**src/design/napt_pkg.sv**
```systemverilog
`default_nettype none
package napt_pkg;

    // command codes
    localparam logic [2:0] CMD_OUTBOUND = 3'd0;
    localparam logic [2:0] CMD_INBOUND  = 3'd1;
    localparam logic [2:0] CMD_SWEEP    = 3'd2;
    localparam logic [2:0] CMD_QUERY    = 3'd3;
    localparam logic [2:0] CMD_HAIRPIN  = 3'd4;
    localparam logic [2:0] CMD_STATS    = 3'd5;

    // status codes
    localparam logic [1:0] ST_OK      = 2'd0;
    localparam logic [1:0] ST_REJECT  = 2'd1;
    localparam logic [1:0] ST_NOMAP   = 2'd2;
    localparam logic [1:0] ST_FULL    = 2'd3;

    // register indexes
    localparam int CFG_IDX_W = 8;
    localparam logic [CFG_IDX_W-1:0] REG_GATEWAY  = 8'd0;
    localparam logic [CFG_IDX_W-1:0] REG_SUBNET   = 8'd1;
    localparam logic [CFG_IDX_W-1:0] REG_MASK     = 8'd2;
    localparam logic [CFG_IDX_W-1:0] REG_TIMEOUT  = 8'd3;
    localparam logic [31:0] TIMEOUT_RESET = 32'd300000;

    localparam int IN_W  = 160;
    localparam int OUT_W = 248;

    // one table entry
    typedef struct packed {
        logic        valid;
        logic [31:0] addr;
        logic [15:0] port;
        logic [7:0]  proto;
        logic [31:0] last_seen;
        logic [63:0] packets;
        logic [63:0] bytes;
    } entry_t;

    // controller to datapath
    typedef struct packed {
        logic clear_wr;
        logic start;
        logic init;
        logic scan_issue;
        logic port_rd;
        logic port_chk;
        logic commit;
        logic out_load;
    } ctl_cmd_t;

    // datapath to controller
    typedef struct packed {
        logic       clear_last;
        logic       scan_last;
        logic       pre_fail;
        logic       port_hit;
        logic       out_free;
        logic [2:0] cmd;
    } dp_stat_t;

    function automatic logic [63:0] sat_add64(input logic [63:0] a, input logic [63:0] b);
        logic [64:0] s;
        s = {1'b0, a} + {1'b0, b};
        return s[64] ? {64{1'b1}} : s[63:0];
    endfunction

endpackage
`default_nettype wire

```
**src/design/napt_ctrl.sv**
```systemverilog
`default_nettype none
module napt_ctrl (
    input  wire                  aclk,
    input  wire                  aresetn,
    input  wire                  s_tvalid,
    output logic                 s_tready,
    input  napt_pkg::dp_stat_t   stat,
    output napt_pkg::ctl_cmd_t   ctl
);
    localparam logic [3:0] S_CLEAR   = 4'd0;
    localparam logic [3:0] S_IDLE    = 4'd1;
    localparam logic [3:0] S_INIT    = 4'd2;
    localparam logic [3:0] S_SCAN    = 4'd3;
    localparam logic [3:0] S_SCANEND = 4'd4;
    localparam logic [3:0] S_PORT    = 4'd5;
    localparam logic [3:0] S_PORTCHK = 4'd6;
    localparam logic [3:0] S_COMMIT  = 4'd7;
    localparam logic [3:0] S_DONE    = 4'd8;

    logic [3:0] state_reg, state_next;

    always_ff @(posedge aclk) begin
        if (!aresetn) state_reg <= S_CLEAR;
        else          state_reg <= state_next;
    end

    assign s_tready = (state_reg == S_IDLE);

    // next state and datapath commands
    always_comb begin
        state_next = state_reg;
        ctl = '0;
        case (state_reg)
            S_CLEAR: begin
                ctl.clear_wr = 1'b1;
                if (stat.clear_last) state_next = S_IDLE;
            end
            S_IDLE: begin
                if (s_tvalid) begin
                    ctl.start  = 1'b1;
                    state_next = S_INIT;
                end
            end
            S_INIT: begin
                ctl.init = 1'b1;
                case (stat.cmd)
                    napt_pkg::CMD_OUTBOUND: state_next = stat.pre_fail ? S_DONE : S_SCAN;
                    napt_pkg::CMD_INBOUND,
                    napt_pkg::CMD_HAIRPIN:  state_next = stat.pre_fail ? S_DONE : S_PORT;
                    napt_pkg::CMD_SWEEP,
                    napt_pkg::CMD_QUERY,
                    napt_pkg::CMD_STATS:    state_next = S_SCAN;
                    default:                state_next = S_DONE;
                endcase
            end
            S_SCAN: begin
                ctl.scan_issue = 1'b1;
                if (stat.scan_last) state_next = S_SCANEND;
            end
            S_SCANEND: begin
                if (stat.cmd inside {napt_pkg::CMD_OUTBOUND, napt_pkg::CMD_QUERY,
                                     napt_pkg::CMD_HAIRPIN})
                    state_next = S_COMMIT;
                else
                    state_next = S_DONE;
            end
            S_PORT: begin
                ctl.port_rd = 1'b1;
                state_next  = S_PORTCHK;
            end
            S_PORTCHK: begin
                ctl.port_chk = 1'b1;
                if (stat.cmd == napt_pkg::CMD_HAIRPIN && stat.port_hit) state_next = S_SCAN;
                else                                                    state_next = S_DONE;
            end
            S_COMMIT: begin
                ctl.commit = 1'b1;
                state_next = S_DONE;
            end
            S_DONE: begin
                if (stat.out_free) begin
                    ctl.out_load = 1'b1;
                    state_next   = S_IDLE;
                end
            end
            default: state_next = S_IDLE;
        endcase
    end

endmodule
`default_nettype wire

```
**config.mk**
```make
export PLATFORM = sky130hd
export DESIGN_NAME = napt_ctrl
export DESIGN_NICKNAME = d
export VERILOG_FILES = /design/src/design/napt_pkg.sv /design/src/design/napt_ctrl.sv
export SDC_FILE = /design/constraint.sdc
export NUM_CORES = 1
export LEC_CHECK = 0
export ABC_AREA = 1
export BUFFER_PORTS_ARGS = -buffer_cell sky130_fd_sc_hd__buf_4
export CAP_MARGIN = 5
export CORE_AREA = 2 2 39 41
export DETAILED_ROUTE_END_ITERATION = 7
export DIE_AREA = 0 0 41 43
export PLACE_DENSITY_LB_ADDON = 0.15
export REMOVE_ABC_BUFFERS = 1
export SYNTH_ARGS = -nofsm -noshare
export SYNTH_HDL_FRONTEND = slang
export SYNTH_SLANG_ARGS = --single-unit
```
**constraint.sdc**
```tcl
create_clock -name aclk -period 1.54 [get_ports aclk]
set_input_delay 0.308 -clock aclk [delete_from_list [all_inputs] [get_ports aclk]]
set_output_delay 0.308 -clock aclk [all_outputs]
set_load 0.02 [all_outputs]
```
After elaboration in Yosys (flattened, before gate mapping)
Index checks and enable logic that the tools add are counted.
{"block": "classes", "n_addsub": 0, "multipliers": 0, "n_div": 0, "magnitude_cmp": 0, "n_eq_ne": 17, "n_shift": 0, "mux": 20, "bitwise_logic": 0, "reduce_logical": 7}
{"op": "4-bit one-hot mux with 9 select lines", "count": 1}
{"op": "4-bit two-way mux", "count": 8}
{"op": "4-bit by 3-bit == test with 1-bit output (second input constant)", "count": 4}
{"op": "4-bit one-hot mux with 3 select lines", "count": 1}
{"op": "1-bit two-way mux", "count": 10}
{"op": "4-bit by 2-bit == test with 1-bit output (second input constant)", "count": 2}
{"op": "2-bit inequality test (second input constant)", "count": 4}
{"op": "3-bit by 2-bit == test with 1-bit output (second input constant)", "count": 2}
{"op": "3-bit == test (second input constant)", "count": 2}
{"op": "4-bit by 1-bit == test with 1-bit output (second input constant)", "count": 1}
{"op": "4-bit == test (second input constant)", "count": 1}
{"op": "4-bit zero test", "count": 1}
{"op": "4-bit AND reduction", "count": 1}
{"op": "3-bit by 1-bit == test with 1-bit output (second input constant)", "count": 1}
{"op": "3-bit zero test", "count": 1}
{"op": "3-bit nonzero test", "count": 1}
{"op": "3-bit OR reduction", "count": 1}
{"op": "2-bit OR reduction", "count": 1}
{"op": "1-bit logical AND", "count": 1}
{"block": "totals", "regBits": 4, "latchBits": 0, "ramBits": 0, "romBits": 0, "in_bits": 11, "output_inout_bits": 9, "wordCells": 45, "memories": 0}

Depth between registers and ports, before layout
Gate-level depths: netlist of the first run.
{"block": "depth", "ltp_word": 4, "mapped_depth": 9, "depth_no_buf": 9}

Least setup slack after synthesis of the first run
OpenSTA, ideal clock, no wires.
{"block": "synth_timing", "path_kind": "register to output", "startpoint": "reg state_reg[0]", "endpoint": "out ctl[0] (netlist name)", "t_arrival_ps": 1248, "required_ps": 1232, "path_slack_ps": -16, "stages_incl_launch_ff": 4, "path_buffers": 0, "cell_sequence": "dfxtp_1 nor2_2 inv_1 nor4_1"}
{"item": "start: declaration", "line_no": "napt_ctrl.sv:20", "source": "logic [3:0] state_reg, state_next;"}
{"item": "start signal: assignment", "line_no": "napt_ctrl.sv:24", "source": "else state_reg <= state_next;"}
{"item": "end: declaration", "line_no": "napt_ctrl.sv:8", "source": "output napt_pkg::ctl_cmd_t ctl"}

==> PnR_summary.wiki, run 1 <==
{| class="wikitable"
! Metric !! Value
|-
| Via count of the first global-routing pass || between 500 and 600
|-
| Switching fraction of total power || 0.488
|-
| Data arrival time of the critical path || ~1.2 ns
|-
| Root buffer cell || clkbuf_4
|-
| Max Cap Viol || 0
|-
| Worst-path cell with the longest stage delay || dfxtp_4
|-
| Worst slack after detailed placement || 0.192 ns
|-
| Violation count after the first detailed-routing iteration || 8
|-
| Inserted Clock Buffers || 3
|-
| Skew final || 0.000314 ns
|-
| Top post-synthesis cells by count || nand2_1 (22), inv_1 (17), nor2_1 (9)
|-
| Length of the first detailed-routing pass in iterations || 4
|-
| Top delay family on crit path || flip-flops
|-
| WP data required || between 1 and 1.5 ns
|-
| Source-to-sink clock delay at the later pin of the worst-skew pair || ~0.23 ns
|-
| Number of buffers on the longest clock path || 2
|-
| Initial core utilization || 0.345
|-
| Routed wire length || between 1 and 1.5 mm
|-
| Number of vias per cell after detailed routing || roughly 4.7
|-
| Most numerous cell in the Yosys netlist || nand2_1
|-
| Post-detailed-route wirelength per cell || 9.38 µm
|-
| Finished layout cell area || roughly 680 µm²
|-
| Unrepaired setup endpoints after global routing || yes
|-
| Slew headroom || 0.845
|-
| Number of design rule violations left after detail routing || 0
|-
| Netlist Area Pre-Place || approximately 480 µm²
|-
| Top post-synthesis cells by area || nand2_1 (17%), dfxtp_1 (17%), inv_1 (13%)
|-
| DIE AREA || around 1800 µm²
|-
| Count of flip-flops with a built-in enable after synthesis || 0
|-
| Cells after Synth || 87
|-
| Largest net degree at the start of global routing || 8
|-
| Residual overflow from global routing || 0
|-
| Final antenna diode count || 0
|-
| Gr usage total || 0.162
|-
| Register share of total power || 0.236
|-
| Internal Pwr Total || ~440 µW
|-
| Relative area change from synthesis to final layout || 42.4%
|-
| Leakage || just under 0.4 nW
|-
| Detailed Place HPWL || ~980 µm
|-
| Number of sinks on the clock net || 4
|-
| Site row count || 14
|-
| Number of setup violations in the final report || 0
|-
| Classification of the worst-slack hold path || in2reg
|-
| Share of flip-flops with an asynchronous set or reset after synthesis || 0
|-
| Slowest cell delay on critical path || 0.36 ns
|-
| Top Ports || 20
|-
| Placed Area || around 640 µm²
|-
| Yosys reg bits || 4
|-
| Post-CTS setup buffers || 0
|-
| Number of input and output port buffers inserted || 19
|-
| Clk network pwr share || 0.145
|-
| Max reg flops || 4
|-
| Die span in x || 41 µm
|-
| Ys Warns || 0
|-
| Count of H-tree levels built during CTS || 1
|-
| Layout cell share with drive strength beyond 1 || 0.385
|-
| Wire length of the first global-routing pass || about 1.9 mm
|-
| VDD IR-drop max || 668 µV
|-
| Total power per unit cell area || 1270 nW/µm²
|-
| Final hold vios || 0
|-
| Die extent in y || between 40 and 50 µm
|-
| Post-route fraction of the period consumed by the critical path || 0.974
|-
| Number of distinct library cells after synthesis || 18
|-
| Hold slack || 0.282 ns
|-
| Number of antenna violations at the first check in global routing || 0
|-
| Final standard cell count with taps included and fillers excluded || approximately 130
|-
| Buffering stage count on the worst path with inverters included || 2
|-
| Minimum clock period after layout || about 1.5 ns
|-
| Post-synthesis cell type with the largest combined area || nand2_1
|-
| Placed Cells incl. Taps || about 120
|-
| Worst-path clk slew || approximately 0.030 ns
|-
| Portion of synthesized cell area occupied by the leading cell type || 0.173
|-
| Slew at the pin with the worst max-slew slack || between 0.2 and 0.25 ns
|-
| Sequential element share of the synthesized area || 0.168
|-
| Core region area || ~1400 µm²
|-
| Run status || finished clean
|-
| Final-report max-slew violation count || 0
|-
| Number of nets in the layout || around 120
|-
| Setup slack after layout || about 0.04 ns
|-
| Maximum fanout along the worst path || 7
|-
| CTS hold repair buffers || 0
|-
| Category of the worst setup path launch point || register
|-
| Worst Path Class, Setup || reg2out
|-
| Share of total power in combinational logic || 0.619
|-
| Final weighted congestion in routability-driven placement || about 0.84
|-
| Remaining antenna violation count after routing || 0
|-
| Max Clock Freq || between 600 and 700 MHz
|-
| Most used flip-flop cell after synthesis || dfxtp_1
|-
| CTS tree || built
|-
| Critical-path cell list || nor2_4 > inv_1 > nor4_1 > buf_4
|-
| Post-route total power || around 860 µW
|-
| Syn Area/Cell || between 5 and 6 µm²
|-
| NetSw || about 420 µW
|-
| Worst Setup End Kind || output pin
|-
| Via count || 582
|}
## worst paths after layout
check               start            to  slack, ns  depth (start not counted)
max reg2reg  state_reg[0]  state_reg[0]       0.36                          6
max          state_reg[0]        ctl[0]       0.04                          4
min               aresetn  state_reg[3]       0.28                          3
min reg2reg  state_reg[0]  state_reg[1]       0.59                          2
## through the flow
| step | util | TNS, ns |
|---|---|---|
| 6_report | 0.492 | 0 |
| 5_1_grt | 0.492 | -0.0263 |
| 4_1_cts | 0.484 | 0 |
| 3_5_place_dp | 0.463 | 0 |
| 3_3_place_gp | 0.463 | 0 |
| 2_1_floorplan | - | -0.0164 |
## power groups by stage
| stage | combinational, mW | clock (mW) | sequential (mW) |
|---|---|---|---|
| 3_3_place_gp | 0.526 | 0 | 0.179 |
| 2_1_floorplan | 0.364 | 0 | 0.175 |
| 3_5_place_dp | 0.524 | 0 | 0.183 |
| 5_1_grt | 0.590 | 0.136 | 0.213 |
| 4_1_cts | 0.533 | 0.134 | 0.192 |
| 6_report | 0.534 | 0.126 | 0.203 |
## metal layers
metal	share of wire	up-vias	GRT usage
met5	0	-	0
met4	0	0	0.127
met3	0.043	0	0.0314
met2	0.55	12	0.247
met1	0.41	250	0.184
li1	-	320	-
## worst min-delay path, stage by stage
cell     delay (ns)
buf_4          0.09
nand2_1        0.05
inv_1          0.04
## repair_timing
| action | CTS | global route |
|---|---|---|
| pin swaps | 0 | 0 |
| gates resized for setup | 2 | 5 |
| setup endpoints to repair | 3 | 6 |
## cell usage in the layout (no fill, tap or decap)
| cell | n |
|---|---|
| nand3_2 | 1 |
| nor2_2 | 5 |
| nor4_1 | 1 |
| and3_1 | 1 |
| nand4_1 | 3 |
| a21oi_1 | 2 |
| buf_4 | 19 |
| o21ai_0 | 4 |
| clkbuf_4 | 3 |
| nand2_2 | 2 |
| nor2_1 | 9 |
| nor2_4 | 4 |
| dfxtp_2 | 3 |
| dfxtp_4 | 1 |
| nand2_1 | 22 |
| inv_2 | 2 |
| o21ai_2 | 1 |
| inv_1 | 17 |
| nand3_1 | 7 |
| a21oi_2 | 1 |
| nand3b_1 | 1 |
## kinds of logic after synthesis
group | count (synthesis) | synth area share
simple gates | 56 | 0.584
buf+inv | 19 | 0.149
compound gates | 8 | 0.0995
flops | 4 | 0.168
## cell type report
class,count,area (µm²)
fill,161,703
multi-input combinational,64,337
timing repair buffer,19,143
sequential,4,87.6
inverter,19,71.3
clock buffer,3,22.5
tap,16,20.0
No activity file was read; power rests on OpenSTA's default activity.
==> inputs of run 2 (changes only) <==
--- a/config.mk
+++ b/config.mk
@@ -8,11 +8,12 @@
 export ABC_AREA = 1
 export BUFFER_PORTS_ARGS = -buffer_cell sky130_fd_sc_hd__buf_4
 export CAP_MARGIN = 5
-export CORE_AREA = 2 2 39 41
+export CELL_PAD_IN_SITES_DETAIL_PLACEMENT = 1
+export CELL_PAD_IN_SITES_GLOBAL_PLACEMENT = 2
+export CORE_MARGIN = 2
+export CORE_UTILIZATION = 21
 export DETAILED_ROUTE_END_ITERATION = 7
-export DIE_AREA = 0 0 41 43
 export PLACE_DENSITY_LB_ADDON = 0.15
-export REMOVE_ABC_BUFFERS = 1
 export SYNTH_ARGS = -nofsm -noshare
 export SYNTH_HDL_FRONTEND = slang
 export SYNTH_SLANG_ARGS = --single-unit
==> run 2 against run 1 <==
Effect of this change:
- count of clock-buffer cells in the layout stayed put
- first-iteration DRC count down 100%
- largest cell class unchanged
- clock power barely moved
- critical endpoint is now ctl[3]
==> PnR_summary.wiki, run 2 (same netlist as run 1, synthesis figures left out) <==
{| class="wikitable"
! Metric !! Value
|-
| Initial core utilization || 0.218 (-0.127)
|-
| Reg2Reg Setup Slack || 0.30 ns (-0.06 ns)
|-
| Final-report max-slew violation count || 0 (unchanged)
|-
| Site row count || 17 (+3)
|-
| Slew at the pin with the worst max-slew slack || 0.218 ns (-0.0134 ns)
|-
| Worst-path clk slew || 0.03 ns (about the same)
|-
| Number of input and output port buffers inserted || 19 (unchanged)
|-
| Die span in x || 51.7 µm (+26%)
|-
| Largest net degree at the start of global routing || 8 (unchanged)
|-
| Slew headroom || 0.853 (+0.00882)
|-
| Layout cell share with drive strength beyond 1 || 0.404 (+0.0183)
|-
| Area occupied by multi-input gates || 338 µm² (+0.37%)
|-
| Total power per unit cell area || 1260 nW/µm² (-0.86%)
|-
| CTS hold repair buffers || 0 (unchanged)
|-
| Number of antenna violations at the first check in global routing || 0 (unchanged)
|-
| Gr usage total || 0.116 (-0.0456)
|-
| Critical-path cell list || inv_2 > nor2_2 > and3_1 > buf_4
|-
| Category of the worst setup path launch point || register
|-
| Run status || finished clean
|-
| Inserted Clock Buffers || 3 (unchanged)
|-
| Number of buffers on the longest clock path || 2 (unchanged)
|-
| CTS tree || built
|-
| Leakage || 0.393 nW (-0.81%)
|-
| Worst-path cell with the longest stage delay || dfxtp_4
|-
| Worst Path Class, Setup || reg2out
|-
| Number of nets in the layout || 122 (unchanged)
|-
| Maximum fanout along the worst path || 7 (unchanged)
|-
| Max reg flops || 4 (unchanged)
|-
| Wire length of the first global-routing pass || 2.37 mm (+22%)
|-
| Core region area || 2190 µm² (+58%)
|-
| Final antenna diode count || 0 (unchanged)
|-
| Number of sinks on the clock net || 4 (unchanged)
|-
| Worst Setup End Kind || output pin
|-
| Top Ports || 20 (unchanged)
|-
| Number of cells traversed by the worst register-to-register path || 6 (unchanged)
|-
| Number of design rule violations left after detail routing || 0 (unchanged)
|-
| Buffering stage count on the worst path with inverters included || 2 (unchanged)
|-
| Top delay family on crit path || flip-flops
|-
| Count of H-tree levels built during CTS || 1 (unchanged)
|-
| Max Cap Viol || 0 (unchanged)
|-
| Start point of the worst min-delay path || aresetn
|-
| Length of the first detailed-routing pass in iterations || 1 (-3)
|-
| Placed Cells incl. Taps || 134 (+9.8%)
|-
| Violation count after the first detailed-routing iteration || 0 (-8)
|-
| Reg-to-reg startpoint || state_reg[2]
|-
| Remaining antenna violation count after routing || 0 (unchanged)
|-
| Die extent in y || 51.7 µm (+20%)
|-
| Reg-to-Reg End || state_reg[0]
|-
| Detailed Place HPWL || 1.28 mm (+31%)
|-
| Total negative slack || 0 ns (unchanged)
|-
| Number of nets in the synthesized netlist || 98
|-
| Final weighted congestion in routability-driven placement || 0.727 (-13%)
|-
| WP data required || 1.23 ns (about the same)
|-
| Number of setup violations in the final report || 0 (unchanged)
|-
| Worst Hold Depth || 3 (unchanged)
|-
| Classification of the worst-slack hold path || in2reg
|-
| Residual overflow from global routing || 0 (unchanged)
|-
| Via count || 576 (-1.0%)
|-
| Storage element area || 87.6 µm² (unchanged)
|-
| Max Clock Freq || 690 MHz (+3.6%)
|-
| Skew final || 0.000597 ns (+0.000282 ns)
|-
| Filler cells || 285 (+77%)
|-
| Routed wire length || 1.47 mm (+25%)
|-
| Post-detailed-route wirelength per cell || 10.7 µm (+14%)
|-
| Data arrival time of the critical path || 1.14 ns (-0.05 ns)
|-
| Post-route fraction of the period consumed by the critical path || 0.940 (-0.0337)
|-
| DIE AREA || 2670 µm² (+52%)
|-
| Relative area change from synthesis to final layout || 45.8%
|-
| Post-route total power || 876 µW (+1.5%)
|-
| Highest-count cells in the layout ignoring fill and taps || nand2_1 (22), buf_4 (19), inv_1 (16)
|-
| VDD IR-drop max || 466 µV (-30%)
|-
| Number of vias per cell after detailed routing || 4.20 (-9.7%)
|-
| Most common library cell in the layout ignoring fill and taps || nand2_1
|-
| Via count of the first global-routing pass || 575 (+11%)
|-
| Final hold vios || 0 (unchanged)
|-
| Root buffer cell || clkbuf_4
|-
| Worst hold endpoint || state_reg[3]
|-
| Minimum clock period after layout || 1.45 ns (-0.0520 ns)
|-
| Source-to-sink clock delay at the later pin of the worst-skew pair || 0.23 ns (about the same)
|-
| Final standard cell count with taps included and fillers excluded || 137 (+9.6%)
|-
| Unrepaired setup endpoints after global routing || no
|-
| Slowest cell delay on critical path || 0.38 ns (+0.02 ns)
|}
-- run 2: cell counts in the layout (fill, tap and decap cells not counted) --
No cell type changed its count.
-- run 2: layout make-up --
cell class	count	area share
tap	28	0.0503
clock buffer	3	0.0323
inverter	19	0.102
sequential	4	0.126
timing repair buffer	19	0.205
multi-input combinational	64	0.485
-- run 2: power by group --
group          internal [mW]  switching (mW)  total [mW]
clock                 0.0868          0.0370       0.124
sequential             0.143          0.0604       0.204
combinational          0.213           0.337       0.549
-- run 2: how the worst max path moves through the flow --
stage                       startpoint           end  slack, ns  depth (start not counted)
after global placement         stat[1]  state_reg[3]       0.21                          7
final                     state_reg[0]        ctl[3]       0.09                          4
after CTS                 state_reg[1]        ctl[2]       0.02                          5
after global routing      state_reg[0]        ctl[0]      0.004                          4
after detailed placement  state_reg[0]        ctl[0]       0.20                          4
after floorplan           state_reg[0]        ctl[0]       0.21                          3
-- run 2: through the flow --
| step | setup WS, ns | hold WS (ns) | instance area (µm²) | util |
|---|---|---|---|---|
| 3_5_place_dp | 0.205 | 0.528 | 662 | 0.302 |
| 6_report | 0.0917 | 0.290 | 697 | 0.318 |
| 4_1_cts | 0.0207 | 0.285 | 692 | 0.316 |
| 2_1_floorplan | 0.213 | 0.406 | 484 | - |
| 3_3_place_gp | 0.211 | 0.517 | 662 | 0.302 |
| 5_1_grt | 0.00447 | 0.300 | 697 | 0.318 |
-- run 2: tightest hold or removal path: stages --
cell and delay [ns]:
buf_4 0.09, nand2_1 0.05, inv_1 0.04
-- run 2: what timing repair did --
| action | CTS | global route |
|---|---|---|
| setup endpoints to repair | 3 | 8 |
| gates resized for setup | 3 | 4 |
| buffers inserted | 0 | 0 |
-- run 2: layer usage --
| metal | share of wire | wire, µm | track usage | vias up |
|---|---|---|---|---|
| met5 | 0 | 0 | 0 | - |
| met4 | 0 | 0 | 0.0526 | 0 |
| met3 | 0.023 | 34 | 0.00862 | 0 |
| met2 | 0.50 | 737 | 0.201 | 8 |
| met1 | 0.48 | 699 | 0.147 | 253 |
| li1 | - | - | - | 315 |
==> inputs of run 3 (changes only) <==
==> constraint.sdc (replaced) <==
create_clock -name aclk -period 1.54 [get_ports aclk]
set_input_delay 0.077 -clock aclk [delete_from_list [all_inputs] [get_ports aclk]]
set_output_delay 0.077 -clock aclk [all_outputs]
set_load 0.02 [all_outputs]
==> run 3 against run 2 <==
Effect of this change:
- sequential cell count did not move
- hold slack got worse by 0.24 ns
- count of clock-buffer cells in the layout did not move
- via count rose by 3.6%
- first-iteration DRC count rose by 6
- die area did not move
- power fell by 1.7%
- routed wire length did not move
- clock skew barely moved
- sequential share of layout area fell by 0.85 points
- combinational power fell by 1%
==> PnR_summary.wiki, run 3 (same netlist as run 1, synthesis figures left out) <==
{| class="wikitable"
! Metric !! Value
|-
| Skew final || 0.000273 ns (-0.000323 ns)
|-
| Source-to-sink clock delay at the later pin of the worst-skew pair || 0.23 ns (about the same)
|-
| Area occupied by multi-input gates || 332 µm² (-1.9%)
|-
| Number of vias per cell after detailed routing || 4.36 (+3.6%)
|-
| Reg2Reg Setup Slack || 0.23 ns (-0.07 ns)
|-
| WP data required || 1.46 ns (+0.23 ns)
|-
| Post-route fraction of the period consumed by the critical path || 0.878 (-0.0623)
|-
| Wire length of the first global-routing pass || 2.39 mm (+0.88%)
|-
| DIE AREA || 2670 µm² (unchanged)
|-
| Die extent in y || 51.7 µm (unchanged)
|-
| Largest net degree at the start of global routing || 8 (unchanged)
|-
| Number of setup violations in the final report || 0 (unchanged)
|-
| Total negative slack || 0 ns (unchanged)
|-
| Unrepaired setup endpoints after global routing || no
|-
| Leakage || 0.392 nW (-0.27%)
|-
| Die span in x || 51.7 µm (unchanged)
|-
| Site row count || 17 (unchanged)
|-
| Highest-count cells in the layout ignoring fill and taps || nand2_1 (22), buf_4 (19), inv_1 (17)
|-
| Number of sinks on the clock net || 4 (unchanged)
|-
| Critical-path cell list || inv_2 > nor2_2 > and3_1 > buf_4
|-
| Number of nets in the synthesized netlist || 98 (unchanged)
|-
| Number of buffers on the longest clock path || 2 (unchanged)
|-
| Number of input and output port buffers inserted || 19 (unchanged)
|-
| Max reg flops || 4 (unchanged)
|-
| Initial core utilization || 0.218 (unchanged)
|-
| Number of design rule violations left after detail routing || 0 (unchanged)
|-
| Worst-path cell with the longest stage delay || dfxtp_1
|-
| Slowest cell delay on critical path || 0.49 ns (+0.11 ns)
|-
| Top Ports || 20 (unchanged)
|-
| Worst-path clk slew || 0.03 ns (about the same)
|-
| Via count of the first global-routing pass || 580 (+0.87%)
|-
| Length of the first detailed-routing pass in iterations || 4 (+3)
|-
| Post-route total power || 862 µW (-1.7%)
|-
| Buffering stage count on the worst path with inverters included || 2 (unchanged)
|-
| Finished layout cell area || 683 µm² (-2.0%)
|-
| Remaining antenna violation count after routing || 0 (unchanged)
|-
| Post-detailed-route wirelength per cell || 10.7 µm (unchanged)
|-
| Root buffer cell || clkbuf_4
|-
| Gr usage total || 0.121 (+0.00475)
|-
| Data arrival time of the critical path || 1.28 ns (+0.14 ns)
|-
| Maximum fanout along the worst path || 7 (unchanged)
|-
| Final-report max-slew violation count || 0 (unchanged)
|-
| Post-CTS setup buffers || 0 (unchanged)
|-
| Final hold vios || 0 (unchanged)
|-
| Classification of the worst-slack hold path || in2reg
|-
| Violation count after the first detailed-routing iteration || 6 (+6)
|-
| Storage element area || 80.1 µm² (-8.6%)
|-
| Detailed Place HPWL || 1.27 mm (-0.34%)
|-
| Number of nets in the layout || 122 (unchanged)
|-
| Via count || 597 (+3.6%)
|-
| Core region area || 2190 µm² (unchanged)
|-
| Slew at the pin with the worst max-slew slack || 0.338 ns (+0.120 ns)
|-
| Relative area change from synthesis to final layout || 42.9%
|-
| Run status || finished clean
|-
| Category of the worst setup path launch point || register
|-
| Final weighted congestion in routability-driven placement || 0.752 (+3.4%)
|-
| Top delay family on crit path || flip-flops
|-
| VDD IR-drop max || 531 µV (+14%)
|-
| Number of antenna violations at the first check in global routing || 0 (unchanged)
|-
| Max Clock Freq || 739 MHz (+7.1%)
|-
| CTS hold repair buffers || 0 (unchanged)
|-
| Total power per unit cell area || 1260 nW/µm² (+0.31%)
|-
| CTS tree || built
|-
| Minimum clock period after layout || 1.35 ns (-0.0959 ns)
|-
| Layout cell share with drive strength beyond 1 || 0.349 (-0.0550)
|-
| Max Cap Viol || 0 (unchanged)
|-
| Slew headroom || 0.774 (-0.0790)
|-
| Residual overflow from global routing || 0 (unchanged)
|-
| Routed wire length || 1.47 mm (unchanged)
|-
| Count of H-tree levels built during CTS || 1 (unchanged)
|-
| Worst Path Class, Setup || reg2out
|-
| Inserted Clock Buffers || 3 (unchanged)
|-
| Placed Area || 656 µm² (-0.95%)
|-
| Worst Setup End Kind || output pin
|-
| Most common library cell in the layout ignoring fill and taps || nand2_1
|-
| Filler cells || 290 (+1.8%)
|-
| Final antenna diode count || 0 (unchanged)
|}
run 3: cell count changes in the layout (fill, tap and decap cells not counted):
cell	before	now
inv_1	16	17
nor4_1	0	1
dfxtp_4	1	0
dfxtp_2	3	0
dfxtp_1	0	4
nor4_2	1	0
inv_2	3	2
run 3: final timing paths:
| kind | from | end | cells past startpoint |
|---|---|---|---|
| max | state_reg[0] | ctl[3] | 4 |
| min | aresetn | state_reg[3] | 3 |
| max reg2reg | state_reg[0] | state_reg[0] | 7 |
| min reg2reg | state_reg[0] | state_reg[0] | 2 |
run 3: metal layers:
metal / wire length [µm] / GRT usage / vias to the layer above
met1: 662 / 0.146 / 271
met3: 44 / 0.00862 / 0
met4: 0 / 0.0658 / 0
met5: 0 / 0 / -
li1: - / - / 317
met2: 764 / 0.212 / 9
run 3: report_power, final:
part / switching [mW] / internal, mW / leakage (nW)
logic: 0.333 / 0.210 / 0.345
clock network: 0.0383 / 0.0868 / 0.0138
registers: 0.0631 / 0.131 / 0.0327
run 3: area by class of cell:
class | instances | area share
flip-flops and latches | 4 | 0.117
repair buffers | 19 | 0.209
well taps | 28 | 0.0513
clock buffers | 3 | 0.0330
multi-input cells | 64 | 0.485
inverters | 19 | 0.104
run 3: timing repair:
item | 4_1_cts | 5_1_grt
resized for setup | 0 | 1
endpoints found under the hold margin | 0 | 0
setup endpoints to repair | 0 | 1
run 3: tightest hold or removal path, cell delays in order:
cell and delay [ns]:
buf_4 0.09, nand2_1 0.05, inv_1 0.04
run 3: per-stage QoR:
stage,setup slack (ns),hold WS [ns],std cells,utilization
global placement,0.210,0.289,134,0.299
finish,0.188,0.0521,137,0.312
detailed placement,0.210,0.292,134,0.299
CTS,0.112,0.0470,137,0.310
floorplan,0.215,0.175,87,-
global route,0.0426,0.0745,137,0.312
